[src/sv/aetp_pkg.sv]
`timescale 1ns / 1ps

package aetp_pkg;

    localparam int MAX_NAME_BYTES = 1024;
    localparam int NAME_W         = 10;

    localparam logic [3:0] ST_OK       = 4'd0;
    localparam logic [3:0] ST_DONE     = 4'd1;
    localparam logic [3:0] ST_BADSIG   = 4'd2;
    localparam logic [3:0] ST_UPPER    = 4'd3;
    localparam logic [3:0] ST_HDR      = 4'd4;
    localparam logic [3:0] ST_PAST     = 4'd5;
    localparam logic [3:0] ST_NAME     = 4'd6;
    localparam logic [3:0] ST_ENTRY    = 4'd7;
    localparam logic [3:0] ST_MISMATCH = 4'd8;

    localparam logic [1:0] FMT_UNKNOWN = 2'd0;
    localparam logic [1:0] FMT_COMP    = 2'd1;
    localparam logic [1:0] FMT_STORED  = 2'd2;
    localparam logic [1:0] FMT_UPPER   = 2'd3;

    localparam logic [31:0] SIG_COMP   = "FArC";
    localparam logic [31:0] SIG_STORED = "FArc";
    localparam logic [31:0] SIG_UPPER  = "FARC";

    localparam logic [32:0] HDR_BIAS = 33'd8;

    typedef struct packed {
        logic       op;
        logic [7:0] data_byte;
    } t_in;

    typedef struct packed {
        logic [3:0]        status;
        logic [31:0]       entry_index;
        logic [31:0]       entry_offset;
        logic [31:0]       stored_size;
        logic [31:0]       unpacked_size;
        logic              is_compressed;
        logic [NAME_W-1:0] name_length;
        logic [1:0]        format;
        logic [31:0]       alignment;
        logic [32:0]       header_end;
        logic              any_compressed;
        logic              last;
    } t_out;

    function automatic t_out mk_res(
        input logic [3:0]        status,
        input logic [31:0]       idx,
        input logic [31:0]       off,
        input logic [31:0]       st,
        input logic [31:0]       unp,
        input logic              comp,
        input logic [NAME_W-1:0] nlen,
        input logic [1:0]        fmt,
        input logic [31:0]       align,
        input logic [32:0]       hend,
        input logic              seen,
        input logic              last
    );
        t_out r;
        r.status         = status;
        r.entry_index    = idx;
        r.entry_offset   = off;
        r.stored_size    = st;
        r.unpacked_size  = unp;
        r.is_compressed  = comp;
        r.name_length    = nlen;
        r.format         = fmt;
        r.alignment      = align;
        r.header_end     = hend;
        r.any_compressed = seen;
        r.last           = last;
        return r;
    endfunction

endpackage

[src/sv/aetp_parse.sv]
`timescale 1ns / 1ps

module aetp_parse (
    input  logic          i_clk,
    input  logic          i_rst_n,
    input  logic          i_cfg_we,
    input  logic [31:0]   i_cfg_data,
    input  logic          i_go,
    input  aetp_pkg::t_in i_item,
    output aetp_pkg::t_out o_res0,
    output aetp_pkg::t_out o_res1,
    output logic [1:0]    o_nres
);
    import aetp_pkg::*;

    typedef enum logic [2:0] {
        PH_SIG, PH_HSIZE, PH_ALIGN, PH_NAME, PH_OFF, PH_SIZE, PH_UNP, PH_HALT
    } t_phase;

    t_phase            r_phase, n_phase;
    logic [31:0]       r_fl;
    logic [31:0]       r_pos, n_pos;
    logic [31:0]       r_shift, n_shift;
    logic [1:0]        r_wbc, n_wbc;
    logic [1:0]        r_form, n_form;
    logic [32:0]       r_hend, n_hend;
    logic [31:0]       r_align, n_align;
    logic [NAME_W-1:0] r_nc, n_nc;
    logic [31:0]       r_off, n_off;
    logic [31:0]       r_stored, n_stored;
    logic [31:0]       r_ecnt, n_ecnt;
    logic              r_seen, n_seen;

    logic        v_fail, v_entry, v_check, v_comp, v_bad;
    logic [3:0]  v_fst;
    logic [31:0] v_unp;
    logic [32:0] v_end;
    t_out        v_chk;
    logic        v_has_chk;

    always_comb begin
        n_phase = r_phase;  n_pos = r_pos;     n_shift = r_shift; n_wbc = r_wbc;
        n_form = r_form;    n_hend = r_hend;   n_align = r_align; n_nc = r_nc;
        n_off = r_off;      n_stored = r_stored; n_ecnt = r_ecnt; n_seen = r_seen;
        v_fail = 1'b0; v_fst = ST_OK; v_entry = 1'b0; v_check = 1'b0;
        v_comp = 1'b0; v_unp = '0; v_bad = 1'b0; v_end = '0;
        v_has_chk = 1'b0;
        v_chk = '0;
        o_res0 = '0;
        o_res1 = '0;
        o_nres = 2'd0;

        if (i_go) begin
            if (i_item.op) begin
                // restart: clear parse state, keep file length
                n_phase = PH_SIG; n_pos = '0; n_shift = '0; n_wbc = '0;
                n_form = FMT_UNKNOWN; n_hend = '0; n_align = '0; n_nc = '0;
                n_off = '0; n_stored = '0; n_ecnt = '0; n_seen = 1'b0;
            end else if (r_phase != PH_HALT) begin
                if (r_pos >= r_fl) begin
                    v_fail = 1'b1;
                    v_fst  = ST_PAST;
                end else begin
                    n_pos = r_pos + 32'd1;
                    if (r_phase == PH_NAME) begin
                        if (i_item.data_byte == 8'd0) begin
                            n_phase = PH_OFF;
                            n_wbc   = '0;
                            n_shift = '0;
                        end else if (r_nc == NAME_W'(MAX_NAME_BYTES - 1)) begin
                            v_fail = 1'b1;
                            v_fst  = ST_NAME;
                        end else begin
                            n_nc = r_nc + NAME_W'(1);
                        end
                    end else begin
                        n_shift = {r_shift[23:0], i_item.data_byte};
                        n_wbc   = r_wbc + 2'd1;
                        if (r_wbc == 2'd3) begin
                            case (r_phase)
                                PH_SIG: begin
                                    if (n_shift == SIG_COMP) begin
                                        n_form  = FMT_COMP;
                                        n_phase = PH_HSIZE;
                                    end else if (n_shift == SIG_STORED) begin
                                        n_form  = FMT_STORED;
                                        n_phase = PH_HSIZE;
                                    end else if (n_shift == SIG_UPPER) begin
                                        n_form = FMT_UPPER;
                                        v_fail = 1'b1;
                                        v_fst  = ST_UPPER;
                                    end else begin
                                        v_fail = 1'b1;
                                        v_fst  = ST_BADSIG;
                                    end
                                end
                                PH_HSIZE: begin
                                    n_hend  = {1'b0, n_shift} + HDR_BIAS;
                                    n_phase = PH_ALIGN;
                                end
                                PH_ALIGN: begin
                                    n_align = n_shift;
                                    if (r_hend > {1'b0, r_fl}) begin
                                        v_fail = 1'b1;
                                        v_fst  = ST_HDR;
                                    end else begin
                                        v_check = 1'b1;
                                    end
                                end
                                PH_OFF: begin
                                    n_off   = n_shift;
                                    n_phase = PH_SIZE;
                                end
                                PH_SIZE: begin
                                    n_stored = n_shift;
                                    if (r_form == FMT_COMP) begin
                                        n_phase = PH_UNP;
                                    end else begin
                                        v_entry = 1'b1;
                                        v_unp   = n_shift;
                                    end
                                end
                                PH_UNP: begin
                                    v_entry = 1'b1;
                                    v_comp  = (n_shift != 32'd0) && (n_shift != r_stored);
                                    v_unp   = (n_shift == 32'd0) ? r_stored : n_shift;
                                end
                                default: begin
                                    n_phase = PH_HALT;
                                end
                            endcase
                        end
                    end
                end
            end

            // bounds check on a completed entry
            if (v_entry) begin
                v_end = {1'b0, n_off} + {1'b0, n_stored};
                v_bad = (r_nc == '0) || (n_off > r_fl) || (v_end > {1'b0, r_fl}) ||
                        ((n_stored != 32'd0) && ({1'b0, n_off} < r_hend));
                if (v_bad) begin
                    v_fail = 1'b1;
                    v_fst  = ST_ENTRY;
                end else begin
                    n_seen  = r_seen | v_comp;
                    n_ecnt  = r_ecnt + 32'd1;
                    v_check = 1'b1;
                end
            end

            if (v_fail) begin
                n_phase = PH_HALT;
                o_res0  = mk_res(v_fst, r_ecnt, '0, '0, '0, 1'b0, '0, n_form, n_align,
                                 n_hend, r_seen, 1'b1);
                o_nres  = 2'd1;
            end else begin
                // loop test: another entry, done, or table end mismatch
                if (v_check) begin
                    if ({1'b0, n_pos} < n_hend) begin
                        n_phase = PH_NAME;
                        n_nc    = '0;
                    end else begin
                        v_has_chk = 1'b1;
                        n_phase   = PH_HALT;
                        v_chk = mk_res(({1'b0, n_pos} == n_hend) ? ST_DONE : ST_MISMATCH,
                                       n_ecnt, '0, '0, '0, 1'b0, '0, n_form, n_align,
                                       n_hend, n_seen, 1'b1);
                    end
                end
                if (v_entry) begin
                    o_res0 = mk_res(ST_OK, r_ecnt, n_off, n_stored, v_unp, v_comp, r_nc,
                                    n_form, n_align, n_hend, n_seen, !v_has_chk);
                    o_res1 = v_chk;
                    o_nres = v_has_chk ? 2'd2 : 2'd1;
                end else if (v_has_chk) begin
                    o_res0 = v_chk;
                    o_nres = 2'd1;
                end
            end
        end
    end

    always_ff @(posedge i_clk) begin
        if (!i_rst_n) begin
            r_phase <= PH_SIG;  r_fl <= '0;     r_pos <= '0;    r_shift <= '0;
            r_wbc <= '0;        r_form <= FMT_UNKNOWN;          r_hend <= '0;
            r_align <= '0;      r_nc <= '0;     r_off <= '0;    r_stored <= '0;
            r_ecnt <= '0;       r_seen <= 1'b0;
        end else begin
            r_phase <= n_phase; r_pos <= n_pos; r_shift <= n_shift; r_wbc <= n_wbc;
            r_form <= n_form;   r_hend <= n_hend; r_align <= n_align; r_nc <= n_nc;
            r_off <= n_off;     r_stored <= n_stored; r_ecnt <= n_ecnt; r_seen <= n_seen;
            if (i_cfg_we) begin
                r_fl <= i_cfg_data;
            end
        end
    end

endmodule

[src/sv/aetp_outq.sv]
`timescale 1ns / 1ps

module aetp_outq (
    input  logic           i_clk,
    input  logic           i_rst_n,
    input  aetp_pkg::t_out i_res0,
    input  aetp_pkg::t_out i_res1,
    input  logic [1:0]     i_nres,
    output logic           o_room,
    output logic           o_valid,
    input  logic           i_stall,
    output aetp_pkg::t_out o_data
);
    import aetp_pkg::*;

    t_out       r_mem [4];
    logic [1:0] r_wp, n_wp;
    logic [1:0] r_rp, n_rp;
    logic [2:0] r_cnt, n_cnt;
    logic       v_pop;

    // room for a full pair of words, regardless of this cycle's pop
    assign o_room  = (r_cnt <= 3'd2);
    assign o_valid = (r_cnt != 3'd0);
    assign o_data  = r_mem[r_rp];
    assign v_pop   = o_valid && !i_stall;

    always_comb begin
        n_wp  = r_wp + i_nres;
        n_rp  = r_rp + {1'b0, v_pop};
        n_cnt = r_cnt + {1'b0, i_nres} - {2'b0, v_pop};
    end

    always_ff @(posedge i_clk) begin
        if (i_nres != 2'd0) begin
            r_mem[r_wp] <= i_res0;
        end
        if (i_nres == 2'd2) begin
            r_mem[r_wp + 2'd1] <= i_res1;
        end
    end

    always_ff @(posedge i_clk) begin
        if (!i_rst_n) begin
            r_wp  <= '0;
            r_rp  <= '0;
            r_cnt <= '0;
        end else begin
            r_wp  <= n_wp;
            r_rp  <= n_rp;
            r_cnt <= n_cnt;
        end
    end

endmodule

[src/sv/archive_entry_table_parser_core.sv]
`timescale 1ns / 1ps
// Archive entry-table parser.
// Input channel (i_valid / o_stall, payload i_data): one archive byte per
// word in file order, or a restart word (op = 1) that rewinds the parse to
// position zero. Output channel (o_valid / i_stall, payload o_data): one word
// per parsed entry, plus a final done or error word; last marks the final
// word caused by one input byte.
// File length is written through i_cfg_we / i_cfg_data; the user must write it
// only while the block is idle, which the block itself does not enforce. It is kept across restarts.
// Path: a byte is held in the input register, then one pass of parse logic
// writes its result words into the output queue, which presents them; the
// byte waits in the input register while the queue has no room.
// Throughput: one byte per cycle. A byte that completes an entry and also
// ends the table yields two words, which drain at one word per cycle while the
// receiver does not stall, through a four-word output queue; the input stalls
// only while that queue cannot take two more words.
// Reset clears the parse state and sets the file length to zero.
// When the receiver stalls, the current output word holds and the queue
// fills; the input then stalls until room returns. No word is dropped.

module archive_entry_table_parser_core (
    input  logic           i_clk,
    input  logic           i_rst_n,
    input  logic           i_valid,
    output logic           o_stall,
    input  aetp_pkg::t_in  i_data,
    output logic           o_valid,
    input  logic           i_stall,
    output aetp_pkg::t_out o_data,
    input  logic           i_cfg_we,
    input  logic [31:0]    i_cfg_data
);
    import aetp_pkg::*;

    logic       r_in_valid, n_in_valid;
    t_in        r_in;
    logic       v_room, v_go, v_accept;
    t_out       v_res0, v_res1;
    logic [1:0] v_nres;

    assign v_go     = r_in_valid && v_room;
    assign o_stall  = r_in_valid && !v_room;
    assign v_accept = i_valid && !o_stall;

    always_comb begin
        n_in_valid = r_in_valid;
        if (v_accept) begin
            n_in_valid = 1'b1;
        end else if (v_go) begin
            n_in_valid = 1'b0;
        end
    end

    always_ff @(posedge i_clk) begin
        if (!i_rst_n) begin
            r_in_valid <= 1'b0;
        end else begin
            r_in_valid <= n_in_valid;
        end
    end

    always_ff @(posedge i_clk) begin
        if (v_accept) begin
            r_in <= i_data;
        end
    end

    aetp_parse u_parse (
        .i_clk      (i_clk),
        .i_rst_n    (i_rst_n),
        .i_cfg_we   (i_cfg_we),
        .i_cfg_data (i_cfg_data),
        .i_go       (v_go),
        .i_item     (r_in),
        .o_res0     (v_res0),
        .o_res1     (v_res1),
        .o_nres     (v_nres)
    );

    aetp_outq u_outq (
        .i_clk   (i_clk),
        .i_rst_n (i_rst_n),
        .i_res0  (v_res0),
        .i_res1  (v_res1),
        .i_nres  (v_nres),
        .o_room  (v_room),
        .o_valid (o_valid),
        .i_stall (i_stall),
        .o_data  (o_data)
    );

endmodule

[config.mk]
export PLATFORM = sky130hd
export DESIGN_NAME = archive_entry_table_parser_core
export DESIGN_NICKNAME = d
export VERILOG_FILES = /design/src/sv/aetp_pkg.sv /design/src/sv/aetp_parse.sv /design/src/sv/aetp_outq.sv /design/src/sv/archive_entry_table_parser_core.sv
export SDC_FILE = /design/constraint.sdc
export NUM_CORES = 2
export LEC_CHECK = 0
export BUFFER_PORTS_ARGS = -buffer_cell sky130_fd_sc_hd__buf_2
export CAP_MARGIN = 25
export CORE_MARGIN = 1
export CORE_UTILIZATION = 32
export CTS_BUF_LIST = sky130_fd_sc_hd__clkbuf_8
export DETAILED_ROUTE_END_ITERATION = 8
export GPL_ROUTABILITY_DRIVEN = 1
export PLACE_DENSITY_LB_ADDON = 0.12
export RECOVER_POWER = 25
export SLEW_MARGIN = 20
export SYNTH_ARGS = -nofsm -noshare
export SYNTH_HDL_FRONTEND = slang
export SYNTH_HIERARCHICAL = 1
export SYNTH_SLANG_ARGS = --single-unit
[constraint.sdc]
create_clock -name i_clk -period 30.3 [get_ports i_clk]
set_clock_uncertainty 0.15 [all_clocks]
set_input_delay 3.03 -clock i_clk [delete_from_list [all_inputs] [get_ports i_clk]]
set_output_delay 3.03 -clock i_clk [all_outputs]
set_load 0.05 [all_outputs]
==> results.txt <==
----------------------------------------------------
[Status]
  Run status ... complete, but fails checks
  Violated checks ... capacitance limit, slew limit

[Global routing]
  First-pass GRT wire length ... approximately 320,000 um
  Maximum number of pins on one net before global-route repair ... roughly 160
  Combined global-route utilization of all metal layers ... 21.2%
  Aggregate global routing overflow ... 0
  Vias in the first global route ... 44,200
  Antenna violations before repair ... 9

[Setup path]
  Number of cells traversed by the worst register-to-register path ... 42
  Worst Setup SP ... u_parse/r_fl[19]
  Element type at the critical path start ... flip-flop
  Worst R2R Setup Slack ... 13.49 ns
  Critical path's largest stage delay ... 2.02 ns
  R2r startpoint ... u_parse/r_fl[19]
  Critical path type ... reg2reg
  Worst r2r dst ... u_outq/r_mem[2][131]
  CP Capture Point ... u_outq/r_mem[2][131]
  Slowest cell on the critical path ... sky130_fd_sc_hd__clkbuf_1
  Worst Path Arrival ... between 15 and 20 ns
  Worst Setup End Kind ... flip-flop
  Biggest fanout along the worst timing path ... 50
  Crit path required time ... 30.70 ns

[STA]
  Worst hold slack ... 0.309 ns
  Worst Max-Slew Pin Slew ... 8.24 ns
  Total negative slack ... 0 ns
  Headroom to the max-slew limit ... -449%
  Highest clock frequency the design can meet ... 59.5 MHz
  Pins over their slew limit ... 630
  Hold Vio Cnt, Final ... 0
  Crit path time final ... 16.81 ns
  Final Setup Violations ... 0
  Fraction of the cycle the final worst path needs ... 55.5%
  Setup repair after global routing missed its margin ... no

[Logic synthesis]
  Cell taking the most area after synthesis ... sky130_fd_sc_hd__edfxtp_1
  Share of the synthesized area in the top cell type ... 39.7%
  Asr flop ratio synth ... 0%
  Most instantiated cells after synthesis ... sky130_fd_sc_hd__edfxtp_1 (857), sky130_fd_sc_hd__mux2_2 (743), sky130_fd_sc_hd__nor2_1 (519)
  Number of standard cells after synthesis ... 5,342
  Synthesis-stage register bit count ... approximately 1,100
  Most numerous cell in the Yosys netlist ... sky130_fd_sc_hd__edfxtp_1
  Count of unique library cells instantiated by Yosys ... 88
  Top FF cell, synth ... sky130_fd_sc_hd__edfxtp_1
  Top area cells in the synthesized netlist ... sky130_fd_sc_hd__edfxtp_1 (40%), sky130_fd_sc_hd__mux2_2 (13%), sky130_fd_sc_hd__dfxtp_1 (8.5%)
  Post-synthesis area per instance ... 12.1 um^2
  Warnings, synthesis ... 6
  Count of flip-flops with a built-in enable after synthesis ... between 800 and 900
  Register area share after synthesis ... just under 50%
  Summed instance area of the synthesized netlist ... roughly 65,000 um^2

[Clocking]
  Clock Root Buffer ... sky130_fd_sc_hd__clkbuf_8
  CTS H-tree lvls ... 4
  TritonCTS Buffers ... 209
  Cts-stage hold buffer count ... 0
  Clock slew seen by the registers of the worst setup and hold paths ... 0.06 ns
  CTS-repair resized insts ... 0
  CTS max path bufs ... 3
  TritonCTS sink count ... 1,132
  Post-CTS setup buffers ... 0
  TritonCTS clock tree ... done
  Worst-skew pair later-pin latency ... ~1 ns

[Pwr]
  Static leakage power ... roughly 26 nW
  Power dissipated by switching net loads ... approximately 1.1 mW
  Part of the total power dissipated in sequential elements ... 46.0%
  Internal power contribution ... 2.54 mW
  Sw Ratio ... 30.3%
  Combinational fraction of design power ... around 15%
  Clock group share of total power ... 39.0%
  Largest voltage drop on the vdd net ... about 0.033 mV
  Power density over cell area ... just over 50 nW/um^2

[Drt]
  Antenna viol nets, final ... 0
  Number of vias per cell after detailed routing ... 5.32
  Wirelength per Cell ... 26.3 um
  First-pass iteration count of the detailed router ... 5
  Via count ... 44,700
  Final routed wirelength across all metal layers ... 221,000 um
  Drc violations ... 0
  DR iter-0 viols ... 3,411

[Floorplanning]
  I/O pin total ... 260
  Die Y ... between 400 and 500 um
  Die W ... 452 um
  Row cnt ... 164
  Floorplan Core Area ... 201,000 um^2
  Starting density of the core ... between 30% and 40%
  Floorplan die area ... 205,000 um^2

[Final layout]
  Fraction of layout instances using a drive strength above 1 ... approximately a quarter
  Area growth from synthesis to final layout ... 11.1%
  Final #Nets ... approximately 5,800

[Place]
  Port Buffers ... roughly 260
  Final weighted congestion in routability-driven placement ... between 0.9 and 1
  Post-detailed-placement half-perimeter wirelength ... 147,000 um

[Worst hold path]
  Worst Hold Class ... reg2reg
  Cell depth of the worst min-delay path ... 2

[Run]
  Max-capacitance violation count ... 14

----------------------------------------------------
==> state kept, by name (all words and copies together), names as in the netlist, 3 cells and up <==
signal / cells
u_parse/r_pos: 32
u_parse/r_shift: 24
u_parse/r_align: 32
u_parse/r_off: 32
r_in: 9
u_parse/r_phase: 3
u_parse/r_hend: 33
u_outq/r_cnt: 3
u_parse/r_nc: 10
u_parse/r_stored: 32
u_parse/r_ecnt: 32
u_outq/r_mem: 848
u_parse/r_fl: 32
==> kinds of logic (layout without fill, tap and decap cells) <==
family | count (synthesis) | in the layout | synth area share, %
xor+xnor | 130 | 130 | 1.75
flops | 1132 | 1132 | 48.1
other cells | 1 | 114 | 0.00578
mux | 1211 | 1211 | 24.4
fa+ha+maj | 235 | 235 | 4.56
compound gates | 670 | 670 | 6.44
buf+inv | 591 | 884 | 4.53
simple gates | 1372 | 1372 | 10.1
==> cell usage in the layout (no fill, tap or decap), drive strengths merged, types with 29 or more instances in the layout <==
| cell type | n |
|---|---|
| nand4 | 56 |
| o211ai | 34 |
| xnor2 | 48 |
| nand2 | 172 |
| mux4 | 212 |
| ha | 233 |
| clkbuf | 448 |
| xor2 | 82 |
| inv | 202 |
| mux2 | 853 |
| and2 | 52 |
| nor2 | 519 |
| nor3 | 230 |
| nor4 | 39 |
| mux2i | 146 |
| conb | 110 |
| buf | 165 |
| a22oi | 68 |
| edfxtp | 857 |
| o21ai | 118 |
| a21oi | 269 |
| clkinv | 60 |
| and3 | 40 |
| or3 | 29 |
| dfxtp | 275 |
| nand3 | 121 |
==> metrics by stage <==
stage	setup WS [ns]	instances	utilization (%)	total power, mW	area (um^2)
after floorplan	5.81	5451	-	2.11	65300
after global placement	16.41	7999	34.1	2.26	68500
after detailed placement	16.43	8007	34.1	2.26	68500
after CTS	16.29	8398	36.1	3.70	72500
after global routing	12.05	8404	35.9	3.79	72100
final	13.49	8404	35.9	3.64	72100
==> worst min-delay path by stage <==
| stage | start | endpoint |
|---|---|---|
| after floorplan | u_parse/r_wbc[1] | u_parse/r_wbc[1] |
| after global placement | u_parse/r_wbc[1] | u_parse/r_wbc[1] |
| after detailed placement | u_parse/r_wbc[1] | u_parse/r_wbc[1] |
| after CTS | u_parse/r_wbc[1] | u_parse/r_wbc[1] |
| after global routing | u_parse/r_shift[10] | u_parse/r_shift[18] |
| final | u_parse/r_wbc[1] | u_parse/r_wbc[1] |
==> layout make-up <==
class / count / area, um^2
diodes: 4 / 10.0
clock buffers: 222 / 3060
clock inverters: 169 / 885
fillers: 19900 / 129000
inverters: 102 / 392
multi-input cells: 3728 / 31200
flip-flops and latches: 1132 / 31200
well taps: 2656 / 3320
repair buffers: 391 / 2010
==> power by group through the flow <==
stage	clock, mW	sequential (mW)	combinational (mW)
after floorplan	0	1.69	0.419
after global placement	0	1.71	0.553
after detailed placement	0	1.71	0.552
after CTS	1.47	1.68	0.554
after global routing	1.53	1.68	0.582
final	1.42	1.67	0.548
==> worst max-delay path: cells and delay by family, from the launching register on <==
family / cells / cell delay, ns
multiplexers: 2 / 0.65
adder cells (fa/ha/maj): 4 / 1.09
AND/OR/NAND/NOR: 13 / 4.22
flip-flops: 1 / 0.32
AO/OA/AOI/OAI: 16 / 4.53
buffers and inverters: 7 / 5.13
==> metal layers <==
layer  global-route usage [%]  wire, um  vias up
met3                     3.28     10200      292
li1                         -         -    20600
met1                     28.8    100000    22700
met5                        0         0        -
met2                     34.7    105000     1131
met4                     6.03      5560        0
Note: power is estimated with default switching activity, not from simulation.
